**config.mk**
```make
export PLATFORM = sky130hd
export DESIGN_NAME = bctl_fifo
export DESIGN_NICKNAME = d
export VERILOG_FILES = /design/src/design/bctl_pkg.sv /design/src/design/bctl_fifo.sv
export SDC_FILE = /design/constraint.sdc
export NUM_CORES = 1
export LEC_CHECK = 0
export ABC_AREA = 1
export CAP_MARGIN = 20
export CELL_PAD_IN_SITES_DETAIL_PLACEMENT = 1
export CELL_PAD_IN_SITES_GLOBAL_PLACEMENT = 1
export CORE_MARGIN = 3
export CORE_UTILIZATION = 30
export DETAILED_ROUTE_END_ITERATION = 6
export DONT_BUFFER_PORTS = 1
export GPL_TIMING_DRIVEN = 0
export PLACE_DENSITY = 0.53
export SYNTH_ARGS = -nofsm -noshare
export SYNTH_HDL_FRONTEND = slang
export SYNTH_SLANG_ARGS = --single-unit
```
**constraint.sdc**
```tcl
create_clock -name clk -period 12.4 [get_ports clk]
set_input_delay 1.24 -clock clk [delete_from_list [all_inputs] [get_ports clk]]
set_output_delay 1.24 -clock clk [all_outputs]
set_load 0.005 [all_outputs]
```
**src/design/bctl_pkg.sv**
```systemverilog
`timescale 1ns / 1ps

package bctl_pkg;

    localparam int MAX_GRID_W = 32;
    localparam int MAX_GRID_H = 32;
    localparam int MAX_POINTS = 64;

    localparam int HALF_COLS     = (MAX_GRID_W + 2) / 2;
    localparam int HALF_ROWS     = (MAX_GRID_H + 2) / 2;
    localparam int BANK_CORNERS  = HALF_COLS * HALF_ROWS;
    localparam int CADDR_W       = $clog2(BANK_CORNERS);
    localparam int SLOT_W        = $clog2(MAX_POINTS);
    localparam int BANK_POINTS   = BANK_CORNERS * MAX_POINTS;
    localparam int PADDR_W       = CADDR_W + SLOT_W;
    localparam int WEIGHT_W      = 23;
    localparam int PROD_W        = 16 + WEIGHT_W;
    localparam int SUM_W         = PROD_W + 2;

    localparam logic [1:0] OP_SET_LEN  = 2'd0;
    localparam logic [1:0] OP_WRITE_PT = 2'd1;
    localparam logic [1:0] OP_QUERY    = 2'd2;

    localparam logic [1:0] REG_PYR_LEVEL   = 2'd0;
    localparam logic [1:0] REG_GRID_WIDTH  = 2'd1;
    localparam logic [1:0] REG_GRID_HEIGHT = 2'd2;

    typedef struct packed {
        logic [1:0]  op;
        logic [5:0]  corner_col;
        logic [5:0]  corner_row;
        logic [5:0]  point_slot;
        logic [6:0]  curve_length;
        logic [15:0] point_x;
        logic [15:0] point_y;
        logic [15:0] query_x;
        logic [15:0] query_y;
    } in_word_t;

    typedef struct packed {
        logic        found;
        logic [15:0] cand_x;
        logic [15:0] cand_y;
        logic        last;
    } out_word_t;

    typedef struct packed {
        logic [2:0] pyr_level;
        logic [5:0] grid_width;
        logic [5:0] grid_height;
    } cfg_t;

    typedef enum logic [1:0] {
        CMD_LEN,
        CMD_PT,
        CMD_QUERY,
        CMD_MISS
    } cmd_kind_t;

    typedef struct packed {
        cmd_kind_t                   kind;
        logic [1:0]                  bank_sel;
        logic [3:0][CADDR_W-1:0]     caddr;
        logic [SLOT_W-1:0]           slot;
        logic [6:0]                  length;
        logic [31:0]                 point;
        logic                        u0_par;
        logic                        v0_par;
        logic [10:0]                 du;
        logic [10:0]                 dv;
        logic [3:0]                  frac;
    } cmd_t;

    typedef struct packed {
        logic full;
        logic head_valid;
    } fifo_stat_t;

    typedef enum logic [2:0] {
        BK_CLEAR,
        BK_IDLE,
        BK_LEN,
        BK_RD,
        BK_MUL,
        BK_SUM,
        BK_MISS
    } back_state_t;

endpackage

```
**src/design/bctl_fifo.sv**
```systemverilog
`timescale 1ns / 1ps

module bctl_fifo (
    input  logic                 clk,
    input  logic                 rst_n,
    input  logic                 push,
    input  bctl_pkg::cmd_t       push_data,
    input  logic                 pop,
    output bctl_pkg::cmd_t       head,
    output bctl_pkg::fifo_stat_t stat
);

    bctl_pkg::cmd_t entry_reg [2];
    logic           wr_ptr_reg;
    logic           wr_ptr_next;
    logic           rd_ptr_reg;
    logic           rd_ptr_next;
    logic [1:0]     count_reg;
    logic [1:0]     count_next;

    always_comb
    begin
        head            = entry_reg[rd_ptr_reg];
        stat.full       = (count_reg == 2'd2);
        stat.head_valid = (count_reg != 2'd0);
        wr_ptr_next     = push ? !wr_ptr_reg : wr_ptr_reg;
        rd_ptr_next     = pop ? !rd_ptr_reg : rd_ptr_reg;
        count_next      = count_reg + 2'(push) - 2'(pop);
    end

    always_ff @(posedge clk or negedge rst_n)
    begin
        if (!rst_n)
        begin
            wr_ptr_reg <= 1'b0;
            rd_ptr_reg <= 1'b0;
            count_reg  <= 2'd0;
        end
        else
        begin
            wr_ptr_reg <= wr_ptr_next;
            rd_ptr_reg <= rd_ptr_next;
            count_reg  <= count_next;
        end
    end

    always_ff @(posedge clk)
    begin
        if (push)
        begin
            entry_reg[wr_ptr_reg] <= push_data;
        end
    end

endmodule

```
Yosys cells after proc, flatten, opt, wreduce, memory -nomap -nowiden
Memories as Yosys holds them, arrays and structs flattened.
Index checks and enable logic that the tools add are counted.
{"block": "totals", "wordCells": 12, "input_bits": 117, "ramBits": 226, "latch_bits": 0, "out_inout_bits": 115, "mem_bits_ro": 0, "n_memories": 1, "register_bits": 4}
{"block": "classes", "n_addsub": 2, "shift": 0, "magnitude_cmp": 0, "n_eq_ne": 1, "bitwise": 0, "muxes": 2, "multipliers": 0, "n_div": 0, "n_reduce_logical": 3}
{"memory": "entry_reg", "words": 2, "word_bits": 113, "rd": 1, "rd_clocked_by_memory_dff": 0, "write_ports": 1, "line_no": "bctl_fifo.sv:13", "rtl": "bctl_pkg::cmd_t entry_reg [2];"}
{"op": "adder 2 x 1 -> 2 bit", "n": 1}
{"op": "equality test 2 bit (second input constant)", "n": 1}
{"op": "zero test 1 bit", "n": 2}
{"op": "2-to-1 mux 1 bit", "n": 2}
{"op": "nonzero test 2 bit", "n": 1}
{"op": "subtractor 2 x 1 -> 2 bit", "n": 1}

Longest topological paths before layout
{"block": "logic_depth", "word_depth": 2, "mapped_depth": 7, "ltp_nobuf": 7}

Worst setup path before layout
OpenSTA, ideal clock, no wires.
{"block": "synth_timing", "kind": "input to register", "startpoint": "in push", "endpoint": "mem entry_reg[0][0] (netlist bit) (enable)", "setup_ns": 0.589, "t_arrival_ns": 6.008, "t_required_ns": 11.811, "n_path_buf": 0, "slack_ns": 5.803, "stages": 2, "path_cell_list": "inv_1 > nor2_1"}
{"block": "synth_via", "elab_chain_cells": 2}
{"item": "start, declared", "line_no": "bctl_fifo.sv:6", "rtl": "input logic push,"}
{"item": "2-to-1 mux 1 bit", "line_no": "bctl_fifo.sv:49", "rtl": "if (push)"}
{"item": "2-to-1 mux 1 bit (implied by the code)", "line_no": "bctl_fifo.sv:51", "rtl": "entry_reg[wr_ptr_reg] <= push_data;"}
{"item": "end, declared", "line_no": "bctl_fifo.sv:13"}
Every way passes these cells.

==> run_results.csv <==
group,metric,value,unit
run_status,status,"completed",
critical_path,crit_chain,"buf_4 > buf_2 > o21ai_0",
cells_and_area,fin_util,36.0,%
die,coreArea,28300,um2
sta,max-slew-margin-rel,60.2,%
cts,cts_hold_buf,0,
sta,period_needed,3.04,ns
cells_and_area,area_growth,16.0,%
cts,h-tree-depth,1,
yosys,synthArstFlopShare,1.74,%
placement,place.gp.congestion,0.749,
grt,antenna_found_initial,0,
drt,drt_iter0_drc,188,
yosys,synth_top_area_share,77.3,%
drt,routed_via_density,4.36,
critical_path,reg2reg_depth,4,
yosys,synth_most_common_cell,"edfxtp_1",
critical_path,cpPeakStageDelay,0.50,ns
sta,hold_violations,0,
cells_and_area,drive_above_1_share,18.9,%
yosys,syn_inst,615,
sta,fin_ws,9.36,ns
yosys,ys_seq_elements,230,
sta,skew,0.0115,ns
drt,first_pass_iters,4,
yosys,synth.avg_cell_area,14.3,um2
cts,root_buffer,"clkbuf_16",
die,rows,61,
grt,track_usage,12.2,%
yosys,yosys.area.top_type,"edfxtp_1",
grt,first_global_vias,4961,
sta,max_freq,329,MHz
cts,tritoncts,"done",
die,die_y,177,um
pwr,peakVddDrop,0.140,mV
grt,grt_max_degree,67,
cts,clock_latency,0.52,ns
cells_and_area,final-seq-area,6890,um2
cells_and_area,nNetsFinal,768,
flow_run,maxCapViolCount,0,
drt,wl_per_cell,18.9,um
critical_path,required,11.16,ns
die,ios,232,
pwr,power.density,231,nW/um2
die,die_w,177,um
cells_and_area,largest_reg_flops,226,
yosys,synth_edf_count,226,
yosys,synthTopCellsByArea,"edfxtp_1 77%, inv_1 5.1%, o21ai_0 4.7%",
critical_path,path_class,"flop to output port",
yosys,synth_nets,734,
critical_path,cp_slowest_cell,"o21ai_0",
critical_path,cp_max_fo,10,
yosys,yosysUniqueCellTypes,15,
drt,drtAntennaViolNets,0,
cts,numCtsBuffers,26,
sta,fin_setup_tns,0,ns
yosys,synth-seq-area-share,78.5,%
drt,drc_errors,0,
critical_path,cp-end-kind,"output port",
pwr,p_leak,0.00386,uW
critical_path,cp.arrival,1.80,ns
sta,setup_viol,0,
critical_path,worst_setup_path_start_kind,"flop",
yosys,yosysWarningCount,0,
cells_and_area,n_fill_cell,2938,
yosys,synthTopCellsByCount,"226 x edfxtp_1, 120 x inv_1, 90 x nand2_1",
grt,gr-total-overflow,0,
cts,cts_post_setup_buffers_inserted,0,
die,floorplan.die_area,31300,um2
drt,drt-total-wl,19700,um
placement,place_hpwl,14100,um
sta,rsz0062_at_grt,"no",
pwr,p_total,2350,uW
die,start_util,31.0,%
cts,post_cts_resized,0,
grt,grt_pass1_wl,29400,um
drt,num_vias,4562,
placement,place_ws,9.63,ns
cts,clock_path_buffers,3,
sta,maxSlewViolCount,0,
placement,port_buffers,0,
sta,fin_crit_sh,24.5,%
yosys,synthFlopType,"edfxtp_1",
cts,clk_pin_slew,0.06,ns
yosys,netlist_area,8780,um2
cells_and_area,diodes,0,
sta,fin_hold_ws,0.408,ns
sta,tightestPinTransition,0.596,ns
min_path,hold_path_class,"primary input to asynchronous set/reset pin",
cts,clock-sinks,230,
cells_and_area,multi_input_area,1270,um2
==> power breakdown <==
| group | internal [uW] | switching (uW) | total [uW] |
|---|---|---|---|
| Sequential | 1030 | 38.2 | 1070 |
| Combinational | 176 | 430 | 606 |
| Clock | 391 | 287 | 678 |
| Total | 1600 | 755 | 2350 |
==> path summary, 6_finish.rpt <==
path                                          to  slack, ns        from
worst max-delay path                    head[41]       9.36  rd_ptr_reg
worst min-delay path                  wr_ptr_reg       0.41       rst_n
worst max register to register  entry_reg[0][51]      10.50  wr_ptr_reg
worst min register to register        wr_ptr_reg       0.56  wr_ptr_reg
max in group asynchronous           count_reg[1]      11.92       rst_n
min in group clk                      wr_ptr_reg       0.56  wr_ptr_reg
==> layer usage <==
| metal | wire (um) | share of wire [%] | vias up | track usage (%) |
|---|---|---|---|---|
| met1 | 6670 | 34 | 2190 | 12.4 |
| met3 | 3060 | 16 | 34 | 8.26 |
| met5 | 0 | 0 | - | 0 |
| li1 | - | - | 2148 | - |
| met4 | 484 | 2.5 | 0 | 3.08 |
| met2 | 9510 | 48 | 190 | 20.6 |
==> worst max-delay path, delay by kind of cell (launching register included) <==
kind,cells,cell delay [ns]
buffers and inverters,2,0.40
flip-flops,1,0.37
AO/OA/AOI/OAI,1,0.50
==> layout make-up <==
cell class | count | share of cell area (%)
Tap cell | 378 | 4.65
Sequential cell | 230 | 67.6
Timing Repair Buffer | 6 | 1.55
Multi-Input combinational cell | 240 | 12.4
Clock buffer | 29 | 6.71
Inverter | 120 | 4.47
Buffer | 25 | 1.78
Clock inverter | 18 | 0.762
==> cell usage in the layout (no fill, tap or decap), drive strengths merged <==
cell / count
buf: 31
clkbuf: 29
clkinv: 17
clkinvlp: 1
dfrtp: 4
edfxtp: 226
ha: 2
inv: 120
nand2: 120
nand3: 1
nor2: 2
o21ai: 113
xor2: 2
==> cells by family (layout without fill, tap and decap cells) <==
family | Yosys count | count (layout) | synth area share [%]
compound gates | 113 | 113 | 7.73
xor+xnor | 2 | 2 | 0.200
fa+ha+maj | 2 | 2 | 0.285
buf+inv | 145 | 198 | 7.20
flops | 230 | 230 | 78.5
simple gates | 123 | 123 | 6.13
==> per-stage QoR <==
step,instances,cell area (um2)
6_report,1046,10200
2_1_floorplan,615,8780
3_3_place_gp,993,9250
4_1_cts,1046,10200
3_5_place_dp,999,9420
5_1_grt,1046,10200
Note: power is estimated with default switching activity, not from simulation.
