`src/design/bctl_pkg.sv`:
```
`timescale 1ns / 1ps

package bctl_pkg;

    localparam int MAX_GRID_W = 32;
    localparam int MAX_GRID_H = 32;
    localparam int MAX_POINTS = 64;

    localparam int HALF_COLS     = (MAX_GRID_W + 2) / 2;
    localparam int HALF_ROWS     = (MAX_GRID_H + 2) / 2;
    localparam int BANK_CORNERS  = HALF_COLS * HALF_ROWS;
    localparam int CADDR_W       = $clog2(BANK_CORNERS);
    localparam int SLOT_W        = $clog2(MAX_POINTS);
    localparam int BANK_POINTS   = BANK_CORNERS * MAX_POINTS;
    localparam int PADDR_W       = CADDR_W + SLOT_W;
    localparam int WEIGHT_W      = 23;
    localparam int PROD_W        = 16 + WEIGHT_W;
    localparam int SUM_W         = PROD_W + 2;

    localparam logic [1:0] OP_SET_LEN  = 2'd0;
    localparam logic [1:0] OP_WRITE_PT = 2'd1;
    localparam logic [1:0] OP_QUERY    = 2'd2;

    localparam logic [1:0] REG_PYR_LEVEL   = 2'd0;
    localparam logic [1:0] REG_GRID_WIDTH  = 2'd1;
    localparam logic [1:0] REG_GRID_HEIGHT = 2'd2;

    typedef struct packed {
        logic [1:0]  op;
        logic [5:0]  corner_col;
        logic [5:0]  corner_row;
        logic [5:0]  point_slot;
        logic [6:0]  curve_length;
        logic [15:0] point_x;
        logic [15:0] point_y;
        logic [15:0] query_x;
        logic [15:0] query_y;
    } in_word_t;

    typedef struct packed {
        logic        found;
        logic [15:0] cand_x;
        logic [15:0] cand_y;
        logic        last;
    } out_word_t;

    typedef struct packed {
        logic [2:0] pyr_level;
        logic [5:0] grid_width;
        logic [5:0] grid_height;
    } cfg_t;

    typedef enum logic [1:0] {
        CMD_LEN,
        CMD_PT,
        CMD_QUERY,
        CMD_MISS
    } cmd_kind_t;

    typedef struct packed {
        cmd_kind_t                   kind;
        logic [1:0]                  bank_sel;
        logic [3:0][CADDR_W-1:0]     caddr;
        logic [SLOT_W-1:0]           slot;
        logic [6:0]                  length;
        logic [31:0]                 point;
        logic                        u0_par;
        logic                        v0_par;
        logic [10:0]                 du;
        logic [10:0]                 dv;
        logic [3:0]                  frac;
    } cmd_t;

    typedef struct packed {
        logic full;
        logic head_valid;
    } fifo_stat_t;

    typedef enum logic [2:0] {
        BK_CLEAR,
        BK_IDLE,
        BK_LEN,
        BK_RD,
        BK_MUL,
        BK_SUM,
        BK_MISS
    } back_state_t;

endpackage

```
`src/design/bctl_front.sv`:
```
`timescale 1ns / 1ps

module bctl_front (
    input  bctl_pkg::in_word_t   item,
    input  logic                 item_valid,
    output logic                 item_ready,
    input  bctl_pkg::cfg_t       cfg,
    input  logic                 clear_done,
    input  bctl_pkg::fifo_stat_t fifo_stat,
    output logic                 push,
    output bctl_pkg::cmd_t       cmd
);

    function automatic logic [bctl_pkg::CADDR_W-1:0] corner_addr(
        input logic [5:0] row,
        input logic [5:0] col
    );
        logic [bctl_pkg::CADDR_W-1:0] r;
        logic [bctl_pkg::CADDR_W-1:0] c;
        r = bctl_pkg::CADDR_W'(row[5:1]);
        c = bctl_pkg::CADDR_W'(col[5:1]);
        return r * bctl_pkg::CADDR_W'(bctl_pkg::HALF_COLS) + c;
    endfunction

    logic [3:0]  frac;
    logic [15:0] mask;
    logic [15:0] u0_full;
    logic [15:0] v0_full;
    logic [5:0]  gw;
    logic [5:0]  gh;
    logic [4:0]  u0;
    logic [4:0]  v0;
    logic        corner_ok;
    logic        accept;

    always_comb
    begin
        logic [5:0] row;
        logic [5:0] col;
        row     = '0;
        col     = '0;
        frac    = 4'(cfg.pyr_level) + 4'd4;
        mask    = (16'd1 << frac) - 16'd1;
        u0_full = item.query_x >> frac;
        v0_full = item.query_y >> frac;
        gw = (cfg.grid_width > 6'(bctl_pkg::MAX_GRID_W)) ? 6'(bctl_pkg::MAX_GRID_W)
                                                         : cfg.grid_width;
        gh = (cfg.grid_height > 6'(bctl_pkg::MAX_GRID_H)) ? 6'(bctl_pkg::MAX_GRID_H)
                                                          : cfg.grid_height;
        u0 = u0_full[4:0];
        v0 = v0_full[4:0];
        corner_ok = (item.corner_col <= 6'(bctl_pkg::MAX_GRID_W))
                 && (item.corner_row <= 6'(bctl_pkg::MAX_GRID_H));

        item_ready = !fifo_stat.full && clear_done;
        accept     = item_valid && item_ready;

        cmd          = '0;
        cmd.kind     = bctl_pkg::CMD_MISS;
        cmd.bank_sel = {item.corner_row[0], item.corner_col[0]};
        cmd.slot     = item.point_slot[bctl_pkg::SLOT_W-1:0];
        cmd.length   = (item.curve_length > 7'(bctl_pkg::MAX_POINTS))
                       ? 7'(bctl_pkg::MAX_POINTS) : item.curve_length;
        cmd.point    = {item.point_y, item.point_x};
        cmd.u0_par   = u0[0];
        cmd.v0_par   = v0[0];
        cmd.du       = 11'(item.query_x & mask);
        cmd.dv       = 11'(item.query_y & mask);
        cmd.frac     = frac;
        push         = 1'b0;

        unique case (item.op)
            bctl_pkg::OP_SET_LEN, bctl_pkg::OP_WRITE_PT:
            begin
                for (int b = 0; b < 4; b++)
                begin
                    cmd.caddr[b] = corner_addr(item.corner_row, item.corner_col);
                end
                if (item.op == bctl_pkg::OP_SET_LEN)
                begin
                    cmd.kind = bctl_pkg::CMD_LEN;
                    push     = accept && corner_ok;
                end
                else
                begin
                    cmd.kind = bctl_pkg::CMD_PT;
                    push     = accept && corner_ok
                            && ({1'b0, item.point_slot} < 7'(bctl_pkg::MAX_POINTS));
                end
            end
            bctl_pkg::OP_QUERY:
            begin
                for (int b = 0; b < 4; b++)
                begin
                    row = (v0[0] == b[1]) ? {1'b0, v0} : {1'b0, v0} + 6'd1;
                    col = (u0[0] == b[0]) ? {1'b0, u0} : {1'b0, u0} + 6'd1;
                    cmd.caddr[b] = corner_addr(row, col);
                end
                if (u0_full >= 16'(gw) || v0_full >= 16'(gh))
                begin
                    cmd.kind = bctl_pkg::CMD_MISS;
                end
                else
                begin
                    cmd.kind = bctl_pkg::CMD_QUERY;
                end
                push = accept;
            end
            default:
            begin
                push = 1'b0;
            end
        endcase
    end

endmodule

```
`config.mk`:
```
export PLATFORM = sky130hd
export DESIGN_NAME = bctl_front
export DESIGN_NICKNAME = d
export VERILOG_FILES = /design/src/design/bctl_pkg.sv /design/src/design/bctl_front.sv
export SDC_FILE = /design/constraint.sdc
export NUM_CORES = 1
export LEC_CHECK = 0
export BUFFER_PORTS_ARGS = -buffer_cell sky130_fd_sc_hd__buf_2
export CORE_AREA = 2 2 88 90
export DETAILED_ROUTE_END_ITERATION = 10
export DIE_AREA = 0 0 90 92
export MAX_ROUTING_LAYER = met4
export PLACE_DENSITY = 0.89
export SYNTH_ARGS = -nofsm -noshare
export SYNTH_HDL_FRONTEND = slang
export SYNTH_SLANG_ARGS = --single-unit
```
`constraint.sdc`:
```
create_clock -name vclk -period 12
set_clock_uncertainty 0.15 [all_clocks]
set_input_delay 0.6 -clock vclk [all_inputs]
set_output_delay 0.6 -clock vclk [all_outputs]
set_load 0.05 [all_outputs]
```
# Word level (Yosys, flattened, before mapping)
# Cells that the tools add are included.
dict set report totals {
  ff_bits 0
  inputBits 110
  elab_cells 46
}
dict set report op_classes {
  addsub 9
  multipliers 3
  order_cmp 7
  eq_ne 2
  shift 3
  mux 12
  bitwise 2
  n_reduce_logical 8
}
# operator n
set ops {}
lappend ops {{case mux 36 bit (2 select lines)} 1}
lappend ops {{adder 9 x 5 -> 9 bit} 5}
lappend ops {{two-way mux 6 bit} 6}
lappend ops {{>= comparator 16 x 6 -> 1 bit} 2}
lappend ops {{right shift 16 x 4 -> 16 bit} 2}
lappend ops {{multiplier 5 x 5 -> 9 bit, second input constant} 3}
lappend ops {{bitwise AND 11 bit} 2}
lappend ops {{adder 5 x 1 -> 6 bit, second input constant} 2}
lappend ops {{greater-than comparator 6 bit, second input constant} 2}
lappend ops {{<= comparator 6 bit, second input constant} 2}
lappend ops {{left shift 1 x 4 -> 11 bit, first input constant} 1}
lappend ops {{subtractor 11 x 1 -> 11 bit, second input constant} 1}
lappend ops {{greater-than comparator 7 bit, second input constant} 1}
lappend ops {{two-way mux 7 bit} 1}
lappend ops {{adder 3 x 3 -> 4 bit, second input constant} 1}
lappend ops {{logical AND 1 bit} 4}
lappend ops {{case mux 2 bit (2 select lines)} 1}
lappend ops {{equality test 2 x 1 -> 1 bit, second input constant} 1}
lappend ops {{equality test 2 bit, second input constant} 1}
lappend ops {{zero test 2 bit} 1}
lappend ops {{two-way mux 1 bit} 2}
lappend ops {{case mux 1 bit (2 select lines)} 1}
lappend ops {{OR reduction 2 bit} 1}
lappend ops {{zero test 1 bit} 1}
lappend ops {{logical OR 1 bit} 1}

# Logic depth before layout (Yosys ltp)
# Gate-level depths: netlist of the first run.
dict set report logic_depth {
  depth_word 7
  depth_mapped 19
  mapped_depth_nobuf 17
}

# Worst setup path before layout of the first run
# Ideal clock, no wire load.
dict set report synth_timing {
  path_kind {input to output}
  from {input port cfg[12] (netlist bit)}
  to {output port cmd[88] (netlist bit)}
  t_arrival_ns 5.036
  setup_slack_ns 6.214
  cell_stages 17
  path_buffers 2
  path_cell_list {buf_6 buf_2 mux2_2 a21oi_1 o21a_1 inv_1 ha_1 or2_2 ha_1 fa_1 a21o_1 a21oi_1 inv_1 a21oi_1 nand2b_1 xor2_1 o21ai_0}
}
# item line_no
set synth_rtl {}
lappend synth_rtl {{from (decl)} bctl_front.sv:7} ;# input bctl_pkg::cfg_t cfg,
lappend synth_rtl {{to (decl)} bctl_front.sv:11} ;# output bctl_pkg::cmd_t cmd

==> results of run 1 <==
## metal layers
| metal | global-route usage [%] | vias to the layer above | share of wire [%] |
|---|---|---|---|
| met1 | 26.3 | 1610 | 40 |
| met5 | - | - | 0 |
| met2 | 43.0 | 167 | 51 |
| met3 | 1.56 | 25 | 6.7 |
| met4 | 5.77 | 0 | 2.7 |
| li1 | - | 1703 | - |
## cells in the mapped netlist, types with 8 or more instances
cell,number,area (sq um)
o21ai_0,31,155
mux2i_1,10,100
clkbuf_1,18,67.6
a21oi_1,28,140
and3_1,9,56.3
nor2_1,15,56.3
nor2b_1,19,119
nand2b_1,10,62.6
mux4_2,9,203
buf_4,43,323
ha_1,57,713
a21o_1,16,120
nand2_1,34,128
xnor2_1,17,149
xor2_1,20,175
o21ai_1,8,40.0
inv_1,31,116
## worst max-delay path: cells and delay by family
family / cells / cell delay, ns
buffers and inverters: 3 / 0.87
muxes: 3 / 1.23
and+or+nand+nor: 2 / 0.47
AOI/OAI and AO/OA: 5 / 0.87
adders and majority gates: 3 / 0.95
## per-stage QoR
| stage | instance area, sq um | cells | setup slack, ns | power [W] | utilization [%] |
|---|---|---|---|---|---|
| final | 3880 | 629 | 6.23 | 0.000438 | 52.2 |
| after global routing | 3880 | 629 | 5.95 | 0.000476 | 52.2 |
| after CTS | 3880 | 629 | 6.24 | 0.000436 | 52.2 |
| after detailed placement | 3880 | 629 | 6.26 | 0.000434 | 52.2 |
| after global placement | 3880 | 629 | 6.30 | 0.000422 | 52.2 |
| after floorplan | 3530 | 463 | 6.21 | 0.000380 | - |
## power by group
| part | switching, W | internal, W |
|---|---|---|
| Clock | 0 | 0 |
| Sequential | 0 | 0 |
| Combinational | 0.000294 | 0.000144 |
## path summary, 6_finish.rpt
check	end	slack (ns)	from	depth (start not counted)
max	cmd[99]	6.23	cfg[12]	16
min	cmd[18]	1.05	item[19]	0
## final cells by class
cell class         instances  area [sq um]
fillers                  735          3560
inverters                 33           126
multi-input cells        362          2970
well taps                102           128
repair buffers           132           661
## kinds of logic after synthesis
kind of cell	share of synthesized area, %
buf+inv	15.8
other cells	0.107
fa+ha+maj	23.7
simple gates	17.5
xor+xnor	10.8
compound gates	19.8
mux	12.3
==> results.yml, run 1 <==
status:
  outcome: "complete, no violations"
pwr:
  power.leakage_nw: 2.07
  power.density_nw_per_um2: 113
  ir_drop_mv: 0.0409
layout:
  register_area_sq_um: 0
  flow.area_growth_from_synthesis_pct: 10.4
  final_common_cell: "buf_2"
  layout.cells.most_common_list: "132 x buf_2, 57 x ha_1, 34 x nand2_1"
  diodes: 0
  final_nets: 702
  sequential_cell_total: 0
  post_route_cells_drive_above_1_share_pct: 30.6
  clkbuf_count: 0
timing:
  final_setup_vio_count: 0
  fmax_mhz: 173
  worst-slew-pin-transition_ns: 1.02
  hold-worst-slack_ns: 1.05
  setup_repair_after_global_routing_missed_its_margin: "false"
  final-hold-violation-count: 0
  count_of_final_max_slew_check_failures: 0
  fin_crit_sh_pct: 48.1
  final_period_demand_of_the_worst_path_ns: 5.77
  final_layout_setup_total_negative_slack_ns: 0
  maxSlewHeadroom_pct: 32.3
synth:
  synthesis.instances: 461
  post_synthesis_cell_type_count: 55
  yosysSeqAreaShare_pct: 0
  synthesis.area_sq_um: 3520
  postSynthAreaPerCell_sq_um: 7.63
  yosysWarnings: 0
global_route:
  gr-usage-all-layers_pct: 22.8
  via_count_of_the_first_global_routing_pass: 3499
  overflow: 0
  grt_pass1_wl_um: 15700
  antenna_violations_before_repair: 0
  grt_max_degree: 34
route:
  drt-vias-per-instance: 5.57
  detail-route-antenna-nets: 0
  detailedRoute.firstPassIterationCount: 5
  avgRoutedWirePerCell_um: 15.1
  drt_iter0_markers: 124
  drc: 0
  detail_route.wirelength_um: 9490
  routed-via-count: 3505
die:
  floorplan.die.height_um: 92
  die_width_um: 90
  placementRows: 32
  die_outline_area_sq_um: 8280
  core_region_area_sq_um: 7450
  floorplan.io_pins: 225
  initial_utilization_pct: 47.3
worst_setup_path:
  required_ns: 11.25
  crit_slowest_cell: "mux4_2"
  critical-path-max-stage-delay_ns: 0.62
  worstSetupEndpointType: "output port"
  worst_ep_arrival_time_ns: 5.02
  critical_path.cell_chain: "buf_2, mux4_2, mux2i_4, inv_2, ha_1, or2_2, ha_1, fa_1, a21o_1, a21oi_1, nor2b_1, o21bai_1, mux2_2, a22oi_1, o21ai_1, buf_2"
  worstSetupPathType: "input pin to output port"
  crit_path_start_kind: "input pin"
  worstPathMaxFanout: 28
place:
  i_o_buffers: 132
  place.detailed.hpwl_um: 8150
  globalplace.congestion: 0.860
clocking:
  holdBufCountCts: 0
  cts_repair_resize_count: 0
  cts_setup_buffers: 0
hold_path:
  min_path_type: "input pin to output port"
job:
  cap_violations: 0
(Power assumes the default switching activity.)
==> inputs of run 2 (changes only) <==
CORE_AREA = 2 2 96 98   (was 2 2 88 90)
DIE_AREA = 0 0 98 100   (was 0 0 90 92)
PLACE_DENSITY = 0.8   (was 0.89)
clock period = 5.1 ns   (was 12 ns; I/O delays follow)
==> run 2 against run 1 <==
Effect of this change: final area grew 1.6%; combinational power rose by 140%; critical endpoint is now cmd[79]; largest power group unchanged; setup slack worse by 5.9 ns; critical path type unchanged; largest cell class unchanged; critical path depth shrank 2.
==> results.yml, run 2 (same netlist as run 1, synthesis figures left out) <==
die:
  core_region_area_sq_um: 8890
  floorplan.io_pins: 225
  die_width_um: 98
  initial_utilization_pct: 39.6
  placementRows: 35
  die_outline_area_sq_um: 9800
  floorplan.die.height_um: 100
pwr:
  fin_total_pwr_w: 0.00104
  power.density_nw_per_um2: 263
  power.leakage_nw: 2.11
  ir_drop_mv: 0.0994
worst_setup_path:
  path_buf_inv: 4
  required_ns: 4.70
  worstSetupEndpointType: "output port"
  critical_path.cell_chain: "buf_2, buf_4, mux4_2, mux2_4, xnor2_1, inv_1, fa_1, nor2b_1, o21ai_0, a21boi_0, o21ai_0, xor2_1, o21ai_0, buf_2"
  worst_ep_arrival_time_ns: 4.32
  crit_slowest_cell: "mux4_2"
  worstSetupPathType: "input pin to output port"
  critical-path-max-stage-delay_ns: 0.59
  cp_common_cell: "o21ai_0"
  worstPathMaxFanout: 23
  crit_path_start_kind: "input pin"
  top_family_by_delay_on_critical_path: "buffers and inverters"
layout:
  clkbuf_count: 0
  final_common_cell: "buf_2"
  flow.area_growth_from_synthesis_pct: 12.2
  register_area_sq_um: 0
  sequential_cell_total: 0
  diodes: 0
  layout.cells.most_common_list: "132 x buf_2, 57 x ha_1, 34 x nand2_1"
  final_nets: 708
  layout.filler_cells: 911
  postLayoutCellArea_sq_um: 3950
  post_route_cells_drive_above_1_share_pct: 31.5
hold_path:
  min_path_type: "input pin to output port"
global_route:
  overflow: 0
  gr-usage-all-layers_pct: 19.2
  antenna_violations_before_repair: 0
  grt_pass1_wl_um: 15600
  via_count_of_the_first_global_routing_pass: 3411
  grt_max_degree: 26
job:
  cap_violations: 0
timing:
  final-hold-violation-count: 0
  fin_ws_ns: 0.374
  setup_repair_after_global_routing_missed_its_margin: "false"
  maxSlewHeadroom_pct: 58.3
  final_period_demand_of_the_worst_path_ns: 4.73
  fmax_mhz: 212
  final_setup_vio_count: 0
  count_of_final_max_slew_check_failures: 0
  worst-slew-pin-transition_ns: 0.621
  final_layout_setup_total_negative_slack_ns: 0
  fin_crit_sh_pct: 92.7
status:
  outcome: "complete, no violations"
route:
  route.layer.met1.wl_um: 3880
  highest-signal-layer: "met4"
  routed-wl-met2_um: 4870
  dr_wl_met3_um: 816
  detail-route-antenna-nets: 0
  detailedRoute.firstPassIterationCount: 6
  drc: 0
  routed-via-count: 3483
  avgRoutedWirePerCell_um: 15.1
  drt-vias-per-instance: 5.41
  drt_iter0_markers: 104
  detail_route.wirelength_um: 9710
place:
  placement.cell_area_sq_um: 3940
  dp_worst_setup_slack_ns: 0.373
  globalplace.congestion: 0.842
  place.detailed.hpwl_um: 8520
  i_o_buffers: 132
clocking:
  cts_setup_buffers: 0
## run 2: worst paths after layout
kind,startpoint,endpoint,depth (start not counted)
setup / recovery,cfg[12],cmd[79],14
hold / removal,item[48],cmd[28],0
## run 2: routing by layer
metal / global-route usage, % / up-vias
met4: 2.78 / 0
li1: - / 1717
met3: 1.95 / 14
met1: 22.7 / 1581
met5: - / -
met2: 36.1 / 171
## run 2: area by class of cell
| cell class | instances | area (sq um) | share of cell area (%) |
|---|---|---|---|
| Inverter | 33 | 126 | 3.20 |
| Timing Repair Buffer | 138 | 706 | 17.9 |
| Multi-Input combinational cell | 362 | 2980 | 75.4 |
| Tap cell | 111 | 139 | 3.52 |
## run 2: where the power goes
part	internal, W	total, W	switching (W)	leakage, nW
registers	0	0	0	0
clock network	0	0	0	0
logic	0.000343	0.00104	0.000696	2.11
total	0.000343	0.00104	0.000696	2.11
## run 2: per-stage QoR
step	hold slack (ns)	cells	utilization, %
2_1_floorplan	0.527	463	-
3_3_place_gp	0.360	644	44.3
3_5_place_dp	0.360	644	44.3
4_1_cts	0.360	644	44.3
5_1_grt	0.360	644	44.4
6_report	0.360	644	44.4
## run 2: repair_timing
item	CTS	global route
hold buffers	0	0
endpoints found under the setup margin	0	1
gates resized for setup	0	1
endpoints found under the hold margin	0	0
==> inputs of run 3 (changes only) <==
RECOVER_POWER = 50   (was not set)
==> run 3 against run 2 <==
Effect of this change: setup slack got worse by 0.0076 ns; first-iteration DRC count unchanged; die area did not move; wire length rose by 0.20%; fmax fell by 0.16%; sequential cell count did not move; final cell count unchanged; count of clock-buffer cells in the layout is the same; utilization decreased by 0.15 points; final area fell by 0.35%; critical path type unchanged; critical endpoint unchanged; largest cell class unchanged; largest power group unchanged; highest routed layer unchanged.
==> results.yml, run 3 (same netlist as run 1, synthesis figures left out) <==
die:
  floorplan.io_pins: 225
  placementRows: 35
  initial_utilization_pct: 39.6
  die_outline_area_sq_um: 9800
  die_width_um: 98
  floorplan.die.height_um: 100
  core_region_area_sq_um: 8890
layout:
  post_route_cells_drive_above_1_share_pct: 29.5
  layout.filler_cells: 914
  clkbuf_count: 0
  register_area_sq_um: 0
  finalCoreUtilization_pct: 44.3
  final_common_cell: "buf_2"
  sequential_cell_total: 0
  flow.area_growth_from_synthesis_pct: 11.8
  final_cell_count_no_fill: 644
  diodes: 0
  layout.cells.most_common_list: "121 x buf_2, 57 x ha_1, 34 x nand2_1"
  final_nets: 708
route:
  routed-via-count: 3492
  detail_route.wirelength_um: 9720
  drc: 0
  detail-route-antenna-nets: 0
  drt_iter0_markers: 104
  avgRoutedWirePerCell_um: 15.1
  drt-vias-per-instance: 5.42
  detailedRoute.firstPassIterationCount: 6
worst_setup_path:
  critical-path-max-stage-delay_ns: 0.59
  critical_path.cell_chain: "buf_2, buf_4, mux4_2, mux2_4, xnor2_1, inv_1, fa_1, nor2b_1, o21ai_0, a21boi_0, o21ai_0, xor2_1, o21ai_0, buf_2"
  worstSetupPathType: "input pin to output port"
  worstSetupEndpointType: "output port"
  worstPathMaxFanout: 23
  crit_path_start_kind: "input pin"
  worst_ep_arrival_time_ns: 4.33
  top_family_by_delay_on_critical_path: "buffers and inverters"
  path_buf_inv: 4
  cp_common_cell: "o21ai_0"
  crit_slowest_cell: "mux4_2"
  required_ns: 4.70
place:
  i_o_buffers: 132
  post-place-cells: 644
  globalplace.congestion: 0.842
  place.detailed.hpwl_um: 8520
hold_path:
  min_path_type: "input pin to output port"
job:
  cap_violations: 0
global_route:
  grt_pass1_wl_um: 15600
  gr-usage-all-layers_pct: 19.2
  grt_max_degree: 26
  overflow: 0
  antenna_violations_before_repair: 0
  via_count_of_the_first_global_routing_pass: 3411
pwr:
  fin_total_pwr_w: 0.00104
  power.leakage_nw: 2.07
  power.density_nw_per_um2: 264
  ir_drop_mv: 0.0993
timing:
  worst-slew-pin-transition_ns: 0.622
  final-hold-violation-count: 0
  fin_crit_sh_pct: 92.8
  maxSlewHeadroom_pct: 58.3
  count_of_final_max_slew_check_failures: 0
  setup_repair_after_global_routing_missed_its_margin: "false"
  final_setup_vio_count: 0
  hold-worst-slack_ns: 0.360
  final_layout_setup_total_negative_slack_ns: 0
  final_period_demand_of_the_worst_path_ns: 4.73
  fmax_mhz: 211
status:
  outcome: "complete, no violations"
[run 3: power breakdown]
part / leakage, nW / internal (W) / switching (W) / total (W)
logic: 2.07 / 0.000342 / 0.000697 / 0.00104
registers: 0 / 0 / 0 / 0
clock network: 0 / 0 / 0 / 0
total: 2.07 / 0.000342 / 0.000697 / 0.00104
[run 3: worst paths after layout]
kind | startpoint | endpoint | slack, ns | cells past startpoint
worst max-delay path | cfg[12] | cmd[79] | 0.37 | 14
worst min-delay path | item[48] | cmd[28] | 0.36 | 0
[run 3: metrics by stage]
stage | worst slack [ns] | area (sq um)
6_report | 0.366 | 3940
5_1_grt | 0.0485 | 3940
4_1_cts | 0.373 | 3940
3_5_place_dp | 0.373 | 3940
3_3_place_gp | 0.510 | 3940
2_1_floorplan | 0.00435 | 3530
[run 3: layout make-up]
class	instances	area [sq um]	area share [%]
Multi-Input combinational cell	362	2980	75.7
Timing Repair Buffer	138	692	17.6
Tap cell	111	139	3.53
Inverter	33	126	3.21
[run 3: what timing repair did]
item	4_1_cts	5_1_grt
setup endpoints to repair	0	1
gates resized for setup	0	1
hold buffers	0	0
buffers inserted	0	0
[run 3: routing by layer]
| metal | track usage [%] | part of all wire [%] |
|---|---|---|
| met3 | 1.95 | 8.3 |
| met1 | 22.7 | 40 |
| met2 | 36.1 | 50 |
| met5 | - | 0 |
| met4 | 2.78 | 1.4 |
